<file path="src/rtl/pnp_pkg.sv">
// Package for the prefixed number parser: state and result types, phase codes,
// radix codes and the ASCII constants used by the parse logic.
// No dependencies.
`default_nettype none

package pnp_pkg;

    // Parse phase of the open token.
    typedef enum logic [2:0] {
        PH_IDLE = 3'd0,
        PH_ZERO = 3'd1,
        PH_DEC  = 3'd2,
        PH_HEX  = 3'd3,
        PH_BIN  = 3'd4
    } t_phase;

    // Radix codes carried by a result.
    localparam logic [1:0] RADIX_DEC = 2'd0;
    localparam logic [1:0] RADIX_HEX = 2'd1;
    localparam logic [1:0] RADIX_BIN = 2'd2;

    // ASCII codes.
    localparam logic [7:0] CH_ZERO    = 8'h30;
    localparam logic [7:0] CH_ONE     = 8'h31;
    localparam logic [7:0] CH_NINE    = 8'h39;
    localparam logic [7:0] CH_MINUS   = 8'h2d;
    localparam logic [7:0] CH_UP_A    = 8'h41;
    localparam logic [7:0] CH_UP_F    = 8'h46;
    localparam logic [7:0] CH_LO_A    = 8'h61;
    localparam logic [7:0] CH_LO_F    = 8'h66;
    localparam logic [7:0] CH_UP_X    = 8'h58;
    localparam logic [7:0] CH_LO_X    = 8'h78;
    localparam logic [7:0] CH_UP_B    = 8'h42;
    localparam logic [7:0] CH_LO_B    = 8'h62;
    localparam logic [7:0] UP_A_BASE  = 8'd55;   // 'A' - 10
    localparam logic [7:0] LO_A_BASE  = 8'd87;   // 'a' - 10
    localparam logic [7:0] COUNT_MAX  = 8'd255;

    // Token state carried from one character to the next.
    typedef struct packed {
        t_phase      phase;
        logic [31:0] accum;
        logic        negative;
        logic [7:0]  count;
    } t_state;

    // One result item.
    typedef struct packed {
        logic signed [31:0] value;
        logic [7:0]         consumed;
        logic               found;
        logic [1:0]         radix;
        logic [7:0]         stop_char;
    } t_result;

endpackage

`default_nettype wire

</file>
<file path="src/rtl/pnp_step.sv">
// Single-character parse step: next token state, and the result when the
// character ends the token. Purely combinational.
// Depends on pnp_pkg.
`default_nettype none

module pnp_step (
    input  wire pnp_pkg::t_state  i_state,
    input  wire logic [7:0]       i_ch,
    input  wire logic             i_first,
    output pnp_pkg::t_state       o_next,
    output logic                  o_emit,
    output pnp_pkg::t_result      o_result
);

    logic       is_dec;
    logic       is_up_hex;
    logic       is_lo_hex;
    logic       is_bin;
    logic       is_x;
    logic       is_b;
    logic [3:0] dec_digit;
    logic [3:0] hex_digit;
    logic [7:0] count_inc;
    logic [31:0] dec_accum;

    // Character classes and digit values.
    assign is_dec    = (i_ch >= pnp_pkg::CH_ZERO) && (i_ch <= pnp_pkg::CH_NINE);
    assign is_up_hex = (i_ch >= pnp_pkg::CH_UP_A) && (i_ch <= pnp_pkg::CH_UP_F);
    assign is_lo_hex = (i_ch >= pnp_pkg::CH_LO_A) && (i_ch <= pnp_pkg::CH_LO_F);
    assign is_bin    = (i_ch == pnp_pkg::CH_ZERO) || (i_ch == pnp_pkg::CH_ONE);
    assign is_x      = (i_ch == pnp_pkg::CH_UP_X) || (i_ch == pnp_pkg::CH_LO_X);
    assign is_b      = (i_ch == pnp_pkg::CH_UP_B) || (i_ch == pnp_pkg::CH_LO_B);
    assign dec_digit = 4'(i_ch - pnp_pkg::CH_ZERO);

    always_comb begin
        if (is_up_hex) begin
            hex_digit = 4'(i_ch - pnp_pkg::UP_A_BASE);
        end else if (is_lo_hex) begin
            hex_digit = 4'(i_ch - pnp_pkg::LO_A_BASE);
        end else begin
            hex_digit = dec_digit;
        end
    end

    // Saturating character count and the times-ten accumulate.
    assign count_inc = (i_state.count == pnp_pkg::COUNT_MAX) ? i_state.count
                                                               : i_state.count + 8'd1;
    assign dec_accum = (i_state.accum << 3) + (i_state.accum << 1) + 32'(dec_digit);

    // Next token state.
    always_comb begin
        o_next = i_state;
        if (i_first) begin
            o_next.accum    = '0;
            o_next.negative = 1'b0;
            o_next.count    = '0;
            o_next.phase    = pnp_pkg::PH_IDLE;
            if (i_ch == pnp_pkg::CH_ZERO) begin
                o_next.count = 8'd1;
                o_next.phase = pnp_pkg::PH_ZERO;
            end else if (i_ch == pnp_pkg::CH_MINUS) begin
                o_next.negative = 1'b1;
                o_next.count    = 8'd1;
                o_next.phase    = pnp_pkg::PH_DEC;
            end else if (is_dec) begin
                o_next.accum = 32'(dec_digit);
                o_next.count = 8'd1;
                o_next.phase = pnp_pkg::PH_DEC;
            end
        end else begin
            unique case (i_state.phase)
                pnp_pkg::PH_ZERO: begin
                    if (is_x) begin
                        o_next.count = count_inc;
                        o_next.phase = pnp_pkg::PH_HEX;
                    end else if (is_b) begin
                        o_next.count = count_inc;
                        o_next.phase = pnp_pkg::PH_BIN;
                    end else if (is_dec) begin
                        o_next.accum = dec_accum;
                        o_next.count = count_inc;
                        o_next.phase = pnp_pkg::PH_DEC;
                    end else begin
                        o_next.phase = pnp_pkg::PH_IDLE;
                    end
                end
                pnp_pkg::PH_DEC: begin
                    if (is_dec) begin
                        o_next.accum = dec_accum;
                        o_next.count = count_inc;
                    end else begin
                        o_next.phase = pnp_pkg::PH_IDLE;
                    end
                end
                pnp_pkg::PH_HEX: begin
                    if (is_dec || is_up_hex || is_lo_hex) begin
                        o_next.accum = {i_state.accum[27:0], hex_digit};
                        o_next.count = count_inc;
                    end else begin
                        o_next.phase = pnp_pkg::PH_IDLE;
                    end
                end
                pnp_pkg::PH_BIN: begin
                    if (is_bin) begin
                        o_next.accum = {i_state.accum[30:0], i_ch[0]};
                        o_next.count = count_inc;
                    end else begin
                        o_next.phase = pnp_pkg::PH_IDLE;
                    end
                end
                default: begin
                    o_next.phase = pnp_pkg::PH_IDLE;
                end
            endcase
        end
    end

    // Token end detection and the result fields.
    always_comb begin
        o_emit         = 1'b0;
        o_result.radix = pnp_pkg::RADIX_DEC;
        if (i_first) begin
            o_emit = !(is_dec || (i_ch == pnp_pkg::CH_MINUS));
        end else begin
            unique case (i_state.phase)
                pnp_pkg::PH_ZERO: o_emit = !(is_x || is_b || is_dec);
                pnp_pkg::PH_DEC:  o_emit = !is_dec;
                pnp_pkg::PH_HEX: begin
                    o_emit         = !(is_dec || is_up_hex || is_lo_hex);
                    o_result.radix = pnp_pkg::RADIX_HEX;
                end
                pnp_pkg::PH_BIN: begin
                    o_emit         = !is_bin;
                    o_result.radix = pnp_pkg::RADIX_BIN;
                end
                default: o_emit = 1'b0;
            endcase
        end

        // A token that ends on its first character consumed nothing.
        if (i_first) begin
            o_result.value    = '0;
            o_result.consumed = '0;
        end else begin
            o_result.value    = i_state.negative ? $signed(32'd0 - i_state.accum)
                                                 : $signed(i_state.accum);
            o_result.consumed = i_state.count;
        end
        o_result.found     = (o_result.consumed != 8'd0);
        o_result.stop_char = i_ch;
    end

endmodule

`default_nettype wire

</file>
<file path="src/rtl/prefixed_number_parser.sv">
// Top level of the prefixed number parser: input register, token state,
// result register and the valid/stall handshakes.
// Depends on pnp_pkg and pnp_step.
`default_nettype none

//  Channel  | Direction | Handshake         | Payload
//  ---------+-----------+-------------------+---------------------------------------
//  input    | in        | i_valid / o_stall | i_ch, i_first
//  result   | out       | o_valid / i_stall | o_value, o_consumed, o_found, o_radix,
//           |           |                   | o_stop_char
//
// One character is taken per cycle while o_stall is low. A character is held in the
// input register and parsed once the result register is free, and its result, if any,
// is registered. The rate is set by the combinational step between the input register
// and the token state; the times-ten add is the longest path.
// Reset (synchronous, active low) empties both registers and returns to idle.
// A stalled result holds the parse step; the input register still takes one more character if it is empty.

module prefixed_number_parser (
    input  wire logic               i_clk,
    input  wire logic               i_rst_n,
    input  wire logic               i_valid,
    output logic                    o_stall,
    input  wire logic [7:0]         i_ch,
    input  wire logic               i_first,
    output logic                    o_valid,
    input  wire logic               i_stall,
    output logic signed [31:0]      o_value,
    output logic [7:0]              o_consumed,
    output logic                    o_found,
    output logic [1:0]              o_radix,
    output logic [7:0]              o_stop_char
);

    logic             r_in_valid;
    logic [7:0]       r_ch;
    logic             r_first;
    pnp_pkg::t_state  r_state;
    pnp_pkg::t_state  n_state;
    logic             r_out_valid;
    pnp_pkg::t_result r_result;
    pnp_pkg::t_result step_result;
    logic             step_emit;
    logic             out_free;
    logic             advance;

    // The held character is parsed whenever the result register can take a result.
    assign out_free = !r_out_valid || !i_stall;
    assign advance  = r_in_valid && out_free;
    assign o_stall  = r_in_valid && !out_free;

    pnp_step u_step (
        .i_state  (r_state),
        .i_ch     (r_ch),
        .i_first  (r_first),
        .o_next   (n_state),
        .o_emit   (step_emit),
        .o_result (step_result)
    );

    // Input register.
    always_ff @(posedge i_clk) begin
        if (!i_rst_n) begin
            r_in_valid <= 1'b0;
        end else if (!o_stall) begin
            r_in_valid <= i_valid;
        end
        if (!o_stall && i_valid) begin
            r_ch    <= i_ch;
            r_first <= i_first;
        end
    end

    // Token state.
    always_ff @(posedge i_clk) begin
        if (!i_rst_n) begin
            r_state.phase    <= pnp_pkg::PH_IDLE;
            r_state.accum    <= '0;
            r_state.negative <= 1'b0;
            r_state.count    <= '0;
        end else if (advance) begin
            r_state <= n_state;
        end
    end

    // Result register.
    always_ff @(posedge i_clk) begin
        if (!i_rst_n) begin
            r_out_valid <= 1'b0;
        end else if (out_free) begin
            r_out_valid <= advance && step_emit;
        end
        if (advance && step_emit) begin
            r_result <= step_result;
        end
    end

    assign o_valid     = r_out_valid;
    assign o_value     = r_result.value;
    assign o_consumed  = r_result.consumed;
    assign o_found     = r_result.found;
    assign o_radix     = r_result.radix;
    assign o_stop_char = r_result.stop_char;

    // A prefixed result always counts at least the two prefix characters.
    a_prefix_count: assert property (@(posedge i_clk) disable iff (!i_rst_n)
        (o_valid && (o_radix == pnp_pkg::RADIX_HEX || o_radix == pnp_pkg::RADIX_BIN))
        |-> (o_consumed >= 8'd2))
        else $error("prefixed result with fewer than two characters");

    // A result with nothing consumed is a zero decimal value.
    a_not_found_zero: assert property (@(posedge i_clk) disable iff (!i_rst_n)
        (o_valid && !o_found) |-> (o_value == 32'sd0 && o_radix == pnp_pkg::RADIX_DEC))
        else $error("result without consumed characters is not zero");

    // Input stalls only while a character is held and the result register is stalled.
    a_stall_cause: assert property (@(posedge i_clk) disable iff (!i_rst_n)
        o_stall |-> (r_in_valid && o_valid && i_stall))
        else $error("input stalled without a blocked result");

    // Both registers come out of reset empty.
    a_reset_empty: assert property (@(posedge i_clk)
        (i_rst_n && $past(!i_rst_n)) |-> (!o_valid && !r_in_valid))
        else $error("registers not empty after reset");

endmodule

`default_nettype wire
</file>
<file path="config.mk">
export PLATFORM = sky130hd
export DESIGN_NAME = prefixed_number_parser
export DESIGN_NICKNAME = d
export VERILOG_FILES = /design/src/rtl/pnp_pkg.sv /design/src/rtl/pnp_step.sv /design/src/rtl/prefixed_number_parser.sv
export SDC_FILE = /design/constraint.sdc
export NUM_CORES = 1
export LEC_CHECK = 0
export BUFFER_PORTS_ARGS = -buffer_cell sky130_fd_sc_hd__buf_2
export CORE_ASPECT_RATIO = 1.4
export CORE_MARGIN = 2
export CORE_UTILIZATION = 67
export CTS_CLUSTER_SIZE = 30
export DETAILED_ROUTE_END_ITERATION = 10
export GPL_ROUTABILITY_DRIVEN = 0
export HOLD_SLACK_MARGIN = 0.05
export PLACE_DENSITY_LB_ADDON = 0.12
export SKIP_LAST_GASP = 1
export SYNTH_ARGS = -nofsm -noshare
export SYNTH_HDL_FRONTEND = slang
export SYNTH_HIERARCHICAL = 1
export SYNTH_SLANG_ARGS = --single-unit
</file>
<file path="constraint.sdc">
create_clock -name i_clk -period 14.1 [get_ports i_clk]
set_clock_uncertainty 0.05 [all_clocks]
set_input_delay 3.525 -clock i_clk [delete_from_list [all_inputs] [get_ports i_clk]]
set_output_delay 3.525 -clock i_clk [all_outputs]
set_load 0.02 [all_outputs]
</file>
==> results.txt, run 1 <==
Post-route ant nets -> 0
Area growth syn-to-layout -> 6.09%
Final worst path period need -> 7.65 ns
Number of enable flip-flop cells after synthesis -> 60
Arrival time worst endpoint -> 4.07 ns
Avg WL per Cell -> 18.6 um
Total number of H-tree levels -> 3
Initial antenna violation count -> 0
Flops & latches, synth -> 106
Post-CTS Setup Bufs -> 0
Drt first-iter violations -> 784
Remaining Overflow, GRT -> 0
CP endpoint kind -> output port
Library cells used by synthesis -> 78
Die outline area -> 13700 um2
Most frequent cell after synthesis -> nand2_1
CTS Sinks -> 106
Cell Area, Synth -> 8570 um2
Logic pwr share -> 0.072
Critical path's largest stage delay -> 0.22 ns
DR pass1 iterations -> 6
RSZ-0062 raised after global routing -> no
Yosys warns -> 6
Hold EP -> o_stop_char[5]$_DFFE_PP_
Max transition margin -> 0.166
DP Area -> 8800 um2
FFs w/ async S/R, synth -> 0
Flop pwr share -> 0.535
Period Utilization, post-route -> 0.543
Hold Vio Cnt, Final -> 0
Min-Delay Path Depth -> 0
R2R Path End -> r_state[33]$_SDFFE_PN0P_
Sw Ratio -> 0.252
Die width -> 99.6 um
Hold wc startpoint -> r_ch[5]$_DFFE_PP_
Pint -> 470 uW
Post-synthesis sequential area ratio -> 0.318
VDD IR max -> 0.0000575 V
ANT cells -> 0
Largest net degree at the start of global routing -> 91
NetSw -> 158 uW
Vias post-DR -> 7763
Leakage -> 0.00361 uW
Ys flop type -> edfxtp_1
CTS tree -> done
Port Buffer Count -> 65
Max Buffers Root-to-Sink -> 2
Residual DRC -> 0
All-Layer GR Usage -> 0.316
Cell taking the most area after synthesis -> edfxtp_1
Most used cell, CP -> buf_2
Cts repair resizes -> 0
First-pass GRT wire length -> 34800 um
Initial Utilization -> 0.689
Synth area leaders -> edfxtp_1 (21%), dfxtp_1 (11%), ha_1 (9.3%)
Top cell type's share of synthesized area -> 0.210
Clock share of power -> 0.393
Power density over the cells -> 69.1 nW/um2
Type of origin of the critical path -> input port
Worst slew pin tran -> 1.25 ns
Setup violators final -> 0
Cells after Synth -> 1004
Vias per inst -> 6.64
Num rows -> 48
Core area -> 12400 um2
Critical path required time -> 10.52 ns
Crit-path max FO -> 4
Flop-to-flop setup slack -> 9.75 ns
Hold Path Class -> reg -> reg
R2R cell count -> 14
Run status -> completed
Reg-to-reg critical path startpoint -> r_ch[3]$_DFFE_PP_
CTS Hold Bufs -> 0
Max cap viols -> 0
Worst skew pair latency -> 0.36 ns
Nets -> 1094
Final wirelength -> 21800 um
Vias in the first global route -> 7019
Share of layout cells above drive strength 1 -> 0.114
Syn nets -> 1083
Crit-path slowest cell -> and3_2
Clock slew at reported path FFs -> 0.07 ns
Die Span Y -> 138 um
Root Driver -> clkbuf_16
Kind of critical path -> in -> out
Number of top-level pins -> 66
Total Power -> 628 uW
Avg Cell Area, Syn -> 8.53 um2
Design area -> 9090 um2
Commonest cells in the netlist -> nand2_1 (161), nor2_1 (83), a21oi_1 (67)
Setup TNS Final -> 0 ns
Total CTS buffers -> 9
Detailed Place HPWL -> 14600 um
Max-slew violation count -> 0
Fmax achieved -> 131 MHz
Crit path cell chain -> buf_2 -> and3_2 -> buf_2
==> power by group through the flow <==
stage	combinational [uW]	sequential [uW]	clock, uW
2_1_floorplan	30.5	348	0
5_1_grt	48.3	337	260
3_3_place_gp	43.7	343	0
3_5_place_dp	44.3	343	0
6_report	45.0	336	247
4_1_cts	44.6	336	250
==> kinds of logic after synthesis <==
logic type      Yosys count  synth area share
buf+inv                 100            0.0583
simple gates            358             0.194
compound gates          273             0.221
xor+xnor                 52            0.0532
mux                      49            0.0574
fa+ha+maj                66            0.0981
flops                   106             0.318
==> layout by cell type, fill, tap and decap left out, types with 15 or more instances in the layout <==
cell        n
dfxtp_1    46
a21oi_1    65
ha_1       64
mux2i_1    48
edfxtp_1   60
xor2_1     38
nand3_1    19
nand2_1   161
inv_1      22
o21ai_0    52
o31ai_1    17
buf_2      65
nor3_1     15
nor2_1     82
==> worst max-delay path by stage <==
stage                 start      end  slack, ns
CTS                 i_stall  o_stall       6.45
global route        i_stall  o_stall       6.43
detailed placement  i_stall  o_stall       6.45
floorplan           i_stall  o_stall       6.75
finish              i_stall  o_stall       6.45
global placement    i_stall  o_stall       6.47
==> critical path, delay by kind of cell <==
| family | cells | cell delay, ns |
|---|---|---|
| buf+inv | 2 | 0.33 |
| simple gates | 1 | 0.22 |
==> routing by layer <==
layer	wire, um	track usage	vias up
li1	-	-	3723
met1	8930	0.410	3587
met2	10400	0.535	380
met3	1620	0.0289	73
met4	786	0.139	0
met5	0	0	-
==> sequential cells by signal, indices dropped and copies added (netlist names) <==
signal	cells
r_state	44
o_value	32
o_consumed	8
o_stop_char	8
r_ch	8
o_radix	2
o_found	1
o_valid	1
r_first	1
r_in_valid	1
==> metrics by stage <==
step | setup slack [ns] | instances | hold slack (ns) | utilization
after floorplan | 6.75 | 1004 | 0.384 | -
final | 6.45 | 1170 | 0.424 | 0.731
after global placement | 6.47 | 1154 | 0.402 | 0.708
after detailed placement | 6.45 | 1154 | 0.412 | 0.708
after CTS | 6.45 | 1170 | 0.422 | 0.731
after global routing | 6.43 | 1170 | 0.438 | 0.731
==> area by class of cell <==
| class | count | area [um2] |
|---|---|---|
| multi-input cells | 798 | 5380 |
| fillers | 997 | 3340 |
| flip-flops and latches | 106 | 2720 |
| repair buffers | 78 | 423 |
| clock buffers | 9 | 225 |
| well taps | 150 | 188 |
| inverters | 22 | 82.6 |
| clock inverters | 7 | 67.6 |
Note: power is estimated with default switching activity, not from simulation.
==> run 2, diff against run 1 <==
--- a/config.mk
+++ b/config.mk
@@ -8,7 +8,7 @@
 export BUFFER_PORTS_ARGS = -buffer_cell sky130_fd_sc_hd__buf_2
 export CORE_ASPECT_RATIO = 1.4
 export CORE_MARGIN = 2
-export CORE_UTILIZATION = 67
+export CORE_UTILIZATION = 62
 export CTS_CLUSTER_SIZE = 30
 export DETAILED_ROUTE_END_ITERATION = 10
 export GPL_ROUTABILITY_DRIVEN = 0
==> constraint.sdc (replaced) <==
create_clock -name i_clk -period 7.07 [get_ports i_clk]
set_clock_uncertainty 0.05 [all_clocks]
set_input_delay 1.7675 -clock i_clk [delete_from_list [all_inputs] [get_ports i_clk]]
set_output_delay 1.7675 -clock i_clk [all_outputs]
set_load 0.02 [all_outputs]
==> results.txt, run 2 (same netlist as run 1, synthesis figures left out) <==
Avg WL per Cell -> 18.7 um (+0.73%)
First-pass GRT wire length -> 36100 um (+3.6%)
Vias in the first global route -> 7125 (+1.5%)
Drt first-iter violations -> 602 (-23%)
Total number of H-tree levels -> 3 (unchanged)
Area growth syn-to-layout -> 6.89%
Clock slew at reported path FFs -> 0.08 ns (about the same)
Share of layout cells above drive strength 1 -> 0.112 (-0.00196)
Multi-input gate area -> 5390 um2 (about the same)
WHS -> 0.445 ns (+0.0209 ns)
FILL cells -> 1132 (+14%)
Die width -> 103 um (+3.8%)
Remaining Overflow, GRT -> 0 (unchanged)
Final wirelength -> 22500 um (+3.5%)
Vias post-DR -> 7764 (+0.013%)
Hold Vio Cnt, Final -> 0 (unchanged)
Type of origin of the critical path -> register
Largest Register -> r_state
Worst skew pair latency -> 0.37 ns (about the same)
Largest net degree at the start of global routing -> 91 (unchanged)
RSZ-0062 raised after global routing -> no
Setup violators final -> 0 (unchanged)
Max transition margin -> 0.205 (+0.0387)
Nets -> 1094 (unchanged)
Max-slew violation count -> 0 (unchanged)
Die outline area -> 14800 um2 (+7.8%)
Setup TNS Final -> 0 ns (unchanged)
Commonest non-fill, non-tap cell in the layout -> nand2_1
Root Driver -> clkbuf_16
Initial Utilization -> 0.637 (-0.0522)
Most frequent cells in the layout -> nand2_1 (161), nor2_1 (82), buf_2 (65), a21oi_1 (65), ha_1 (64)
Vias per inst -> 6.46 (-2.6%)
Cts repair resizes -> 0 (unchanged)
Core area -> 13500 um2 (+8.2%)
Register area -> 2720 um2 (unchanged)
Port Buffer Count -> 65 (unchanged)
Post-route ant nets -> 0 (unchanged)
Detailed Place HPWL -> 14800 um (+0.80%)
Crit-path max FO -> 9 (+5)
Max FFs per register -> 44 (unchanged)
Worst slew pin tran -> 1.19 ns (-0.0580 ns)
Leakage -> 0.00362 uW (+0.24%)
Number of top-level pins -> 66 (unchanged)
CTS Hold Bufs -> 0 (unchanged)
Total CTS buffers -> 9 (unchanged)
Die Span Y -> 143 um (+3.8%)
Max Buffers Root-to-Sink -> 2 (unchanged)
Arrival time worst endpoint -> 4.72 ns (+0.65 ns)
DR pass1 iterations -> 6 (unchanged)
Residual DRC -> 0 (unchanged)
Run status -> completed
Power density over the cells -> 142 nW/um2 (+110%)
Fmax achieved -> 223 MHz
Max cap viols -> 0 (unchanged)
Critical path required time -> 7.31 ns (-3.21 ns)
ANT cells -> 0 (unchanged)
CTS Sinks -> 106 (unchanged)
VDD IR max -> 0.000110 V (+91%)
Initial antenna violation count -> 0 (unchanged)
CP endpoint kind -> register
Final worst path period need -> 4.48 ns
Kind of critical path -> reg -> reg
Num rows -> 50 (+4.2%)
Post-CTS Setup Bufs -> 0 (unchanged)
All-Layer GR Usage -> 0.309 (-0.00680)
CTS tree -> done
Hold Path Class -> reg -> reg
Period Utilization, post-route -> 0.634
-- run 2: cell types whose count changed in the layout (fill, tap and decap cells not counted) --
| cell | before | now |
|---|---|---|
| bufinv_16 | 0 | 1 |
| clkbuf_16 | 9 | 10 |
| nor2_4 | 0 | 1 |
| inv_6 | 3 | 0 |
| clkinv_2 | 1 | 0 |
| nor2_2 | 1 | 0 |
| clkinv_8 | 1 | 0 |
| clkinv_4 | 1 | 2 |
| clkbuf_1 | 0 | 2 |
-- run 2: path summary, 6_finish.rpt --
path | from | endpoint | slack, ns | depth (start not counted)
min reg2reg | r_ch[5]$_DFFE_PP_ | o_stop_char[5]$_DFFE_PP_ | 0.45 | 0
min | r_ch[5]$_DFFE_PP_ | o_stop_char[5]$_DFFE_PP_ | 0.45 | 0
max reg2reg | r_ch[3]$_DFFE_PP_ | r_state[33]$_SDFFE_PN0P_ | 2.59 | 14
max | r_ch[3]$_DFFE_PP_ | r_state[33]$_SDFFE_PN0P_ | 2.59 | 14
-- run 2: metrics by stage --
step	area, um2	power [uW]	setup slack [ns]	std cells	utilization
4_1_cts	9160	1310	2.68	1202	0.681
5_1_grt	9160	1340	2.42	1202	0.681
2_1_floorplan	8570	755	1.72	1004	-
6_report	9160	1300	2.59	1202	0.681
3_3_place_gp	8840	773	2.81	1186	0.657
3_5_place_dp	8840	774	2.73	1186	0.657
-- run 2: cell type report --
| type | count | share of cell area |
|---|---|---|
| Multi-Input combinational cell | 798 | 0.588 |
| Sequential cell | 106 | 0.297 |
| Timing Repair Buffer | 78 | 0.0462 |
| Clock buffer | 12 | 0.0281 |
| Tap cell | 182 | 0.0249 |
| Inverter | 22 | 0.00902 |
| Clock inverter | 4 | 0.00642 |
-- run 2: report_power, final --
| part | internal (uW) | switching, uW |
|---|---|---|
| clock | 301 | 241 |
| sequential | 662 | 8.48 |
| combinational | 27.5 | 62.8 |
-- run 2: routing by layer --
layer / share of wire / up-vias / global-route usage / wire length, um
li1: - / 3713 / - / -
met1: 0.42 / 3657 / 0.413 / 9490
met2: 0.48 / 335 / 0.493 / 10800
met4: 0.027 / 0 / 0.120 / 605
met5: 0 / - / 0 / 0
met3: 0.072 / 59 / 0.0514 / 1620
-- run 2: worst max-delay path, cell delays in order (launching register included) --
cell and delay (ns):
edfxtp_1 0.50, inv_1 0.15, fa_1 0.54, inv_1 0.07
fa_1 0.49, a211oi_1 0.24, o21a_1 0.22, a2111oi_0 0.20
o21ba_2 0.28, o21ai_0 0.62, nor4bb_1 0.42, o31ai_1 0.14
a211oi_1 0.24, nand2_1 0.07, mux2i_1 0.16
==> run 3, diff against run 2 <==
--- a/config.mk
+++ b/config.mk
@@ -8,7 +8,7 @@
 export BUFFER_PORTS_ARGS = -buffer_cell sky130_fd_sc_hd__buf_2
 export CORE_ASPECT_RATIO = 1.4
 export CORE_MARGIN = 2
-export CORE_UTILIZATION = 62
+export CORE_UTILIZATION = 56
 export CTS_CLUSTER_SIZE = 30
 export DETAILED_ROUTE_END_ITERATION = 10
 export GPL_ROUTABILITY_DRIVEN = 0
==> constraint.sdc (replaced) <==
create_clock -name i_clk -period 3.8 [get_ports i_clk]
set_clock_uncertainty 0.05 [all_clocks]
set_input_delay 0.95 -clock i_clk [delete_from_list [all_inputs] [get_ports i_clk]]
set_output_delay 0.95 -clock i_clk [all_outputs]
set_load 0.02 [all_outputs]
==> results.txt, run 3 (same netlist as run 1, synthesis figures left out) <==
Logic pwr share -> 0.079 (+0.010)
Vias per inst -> 6.33 (-2.0%)
CTS Sinks -> 106 (unchanged)
Hold Vio Cnt, Final -> 0 (unchanged)
Hold EP -> o_stop_char[5]$_DFFE_PP_
Largest net degree at the start of global routing -> 51 (-44%)
Max-slew violation count -> 0 (unchanged)
Leakage -> 0.00384 uW (+6.2%)
Total Power -> 2330 uW (+79%)
Vias post-DR -> 7946 (+2.3%)
Hold Path Class -> reg -> reg
Vias in the first global route -> 7413 (+4.0%)
VDD IR max -> 0.000263 V (+140%)
Critical path required time -> 4.04 ns (-3.27 ns)
Commonest non-fill, non-tap cell in the layout -> nand2_1
Flop pwr share -> 0.535 (+0.020)
Root Driver -> clkbuf_16
Final worst path period need -> 3.60 ns (-0.881 ns)
Max Buffers Root-to-Sink -> 2 (unchanged)
DP Area -> 9190 um2 (+4.0%)
DR pass1 iterations -> 7 (+1)
Type of origin of the critical path -> register
Initial antenna violation count -> 0 (unchanged)
Final wirelength -> 23500 um (+4.2%)
Period Utilization, post-route -> 0.948 (+0.314)
Port Buffer Count -> 65 (unchanged)
R2R Path End -> r_state[33]$_SDFFE_PN0P_
Crit path launch -> r_ch[3]$_DFFE_PP_
Drt first-iter violations -> 677 (+12%)
Clock slew at reported path FFs -> 0.07 ns (about the same)
Arrival time worst endpoint -> 3.84 ns (-0.88 ns)
Total CTS buffers -> 9 (unchanged)
Die Span Y -> 150 um (+5.1%)
Design area -> 9510 um2 (+3.8%)
Fmax achieved -> 278 MHz (+24%)
Area growth syn-to-layout -> 11.0%
ANT cells -> 0 (unchanged)
Reg-to-reg critical path startpoint -> r_ch[3]$_DFFE_PP_
Detailed Place HPWL -> 16400 um (+11%)
Initial Utilization -> 0.572 (-0.0653)
Post-route ant nets -> 0 (unchanged)
Worst slew pin tran -> 1.30 ns (+0.106 ns)
Worst skew pair latency -> 0.35 ns (-0.02 ns)
Run status -> completed
RSZ-0062 raised after global routing -> yes
Nets -> 1137 (+3.9%)
All-Layer GR Usage -> 0.290 (-0.0191)
CTS Hold Bufs -> 0 (unchanged)
Clock share of power -> 0.385 (-0.031)
Max transition margin -> 0.134 (-0.0710)
Number of top-level pins -> 66 (unchanged)
First-pass GRT wire length -> 37400 um (+3.8%)
Flop-to-flop setup slack -> 0.20 ns (-2.39 ns)
Sw Ratio -> 0.249 (+0.00879)
Max cap viols -> 0 (unchanged)
Num rows -> 53 (+6.0%)
Setup violators final -> 0 (unchanged)
Min-Delay Path Depth -> 0 (unchanged)
Most frequent cells in the layout -> nand2_1 (161), nor2_1 (82), buf_2 (65), a21oi_1 (65), ha_1 (64)
Die outline area -> 16300 um2 (+10%)
Crit-path max FO -> 5 (-4)
Hold wc startpoint -> r_ch[5]$_DFFE_PP_
NetSw -> 578 uW (+85%)
Residual DRC -> 0 (unchanged)
Max FFs per register -> 44 (unchanged)
CTS tree -> done
Kind of critical path -> reg -> reg
R2R cell count -> 15 (+1)
Die width -> 109 um (+5.0%)
Pint -> 1750 uW (+76%)
Largest Register -> r_state
Share of layout cells above drive strength 1 -> 0.151 (+0.0397)
Remaining Overflow, GRT -> 0 (unchanged)
CP endpoint kind -> register
Power density over the cells -> 245 nW/um2 (+72%)
Avg WL per Cell -> 18.7 um (-0.17%)
Core area -> 15000 um2 (+11%)
Total number of H-tree levels -> 3 (unchanged)
run 3: how the worst max path moves through the flow:
stage / end / slack (ns) / depth (start not counted)
after global placement: r_state[33]$_SDFFE_PN0P_ / 0.07 / 15
after detailed placement: r_state[33]$_SDFFE_PN0P_ / -0.01 / 15
after floorplan: r_state[36]$_SDFFE_PN0P_ / 0.08 / 14
final: r_state[33]$_SDFFE_PN0P_ / 0.20 / 15
after CTS: r_state[0]$_SDFFE_PN0P_ / 0.07 / 11
after global routing: r_state[35]$_SDFFE_PN0P_ / -0.02 / 15
run 3: through the flow:
step / cells / setup TNS [ns] / utilization / setup slack (ns) / hold WS [ns]
after global placement: 1237 / 0 / 0.613 / 0.0700 / 0.416
after CTS: 1253 / 0 / 0.632 / 0.0681 / 0.445
after detailed placement: 1237 / -0.0100 / 0.613 / -0.0100 / 0.414
final: 1255 / 0 / 0.634 / 0.199 / 0.450
after floorplan: 1004 / 0 / - / 0.0840 / 0.384
after global routing: 1255 / -0.0341 / 0.634 / -0.0235 / 0.462
run 3: final cells by class:
class / count / area, um2
clock buffer: 10 / 229
clock inverter: 6 / 48.8
fill: 1310 / 5480
inverter: 22 / 82.6
multi-input combinational: 798 / 5400
sequential: 106 / 2720
tap: 192 / 240
timing repair buffer: 121 / 783
run 3: power by group through the flow:
stage                     Clock (uW)  Combinational, uW  Sequential, uW
after floorplan                    0                114            1290
after global placement             0                181            1270
after detailed placement           0                183            1270
after CTS                        910                184            1250
after global routing             949                199            1250
final                            896                184            1250
run 3: what timing repair did:
| action | CTS | global route |
|---|---|---|
| pin swaps | 0 | 3 |
| resized for setup | 1 | 4 |
| hold endpoints to repair | 0 | 0 |
| setup buffers | 0 | 2 |
| setup endpoints to repair | 1 | 15 |
run 3: worst max-delay path: stages (launching register included):
cell and delay, ns:
edfxtp_1 0.34, inv_1 0.08, fa_1 0.55, inv_1 0.08
fa_1 0.44, a211oi_1 0.24, o21a_1 0.20, a2111oi_0 0.12
buf_4 0.17, o21ba_2 0.23, o21ai_2 0.20, nor4bb_1 0.31
o31ai_1 0.12, a211oi_1 0.25, nand2_1 0.07, mux2i_1 0.12
run 3: layer usage:
metal / wire, um / global-route usage / vias up
li1: - / - / 3801
met1: 9650 / 0.361 / 3793
met2: 11700 / 0.510 / 297
met3: 1430 / 0.0351 / 55
met4: 705 / 0.105 / 0
met5: 0 / 0 / -
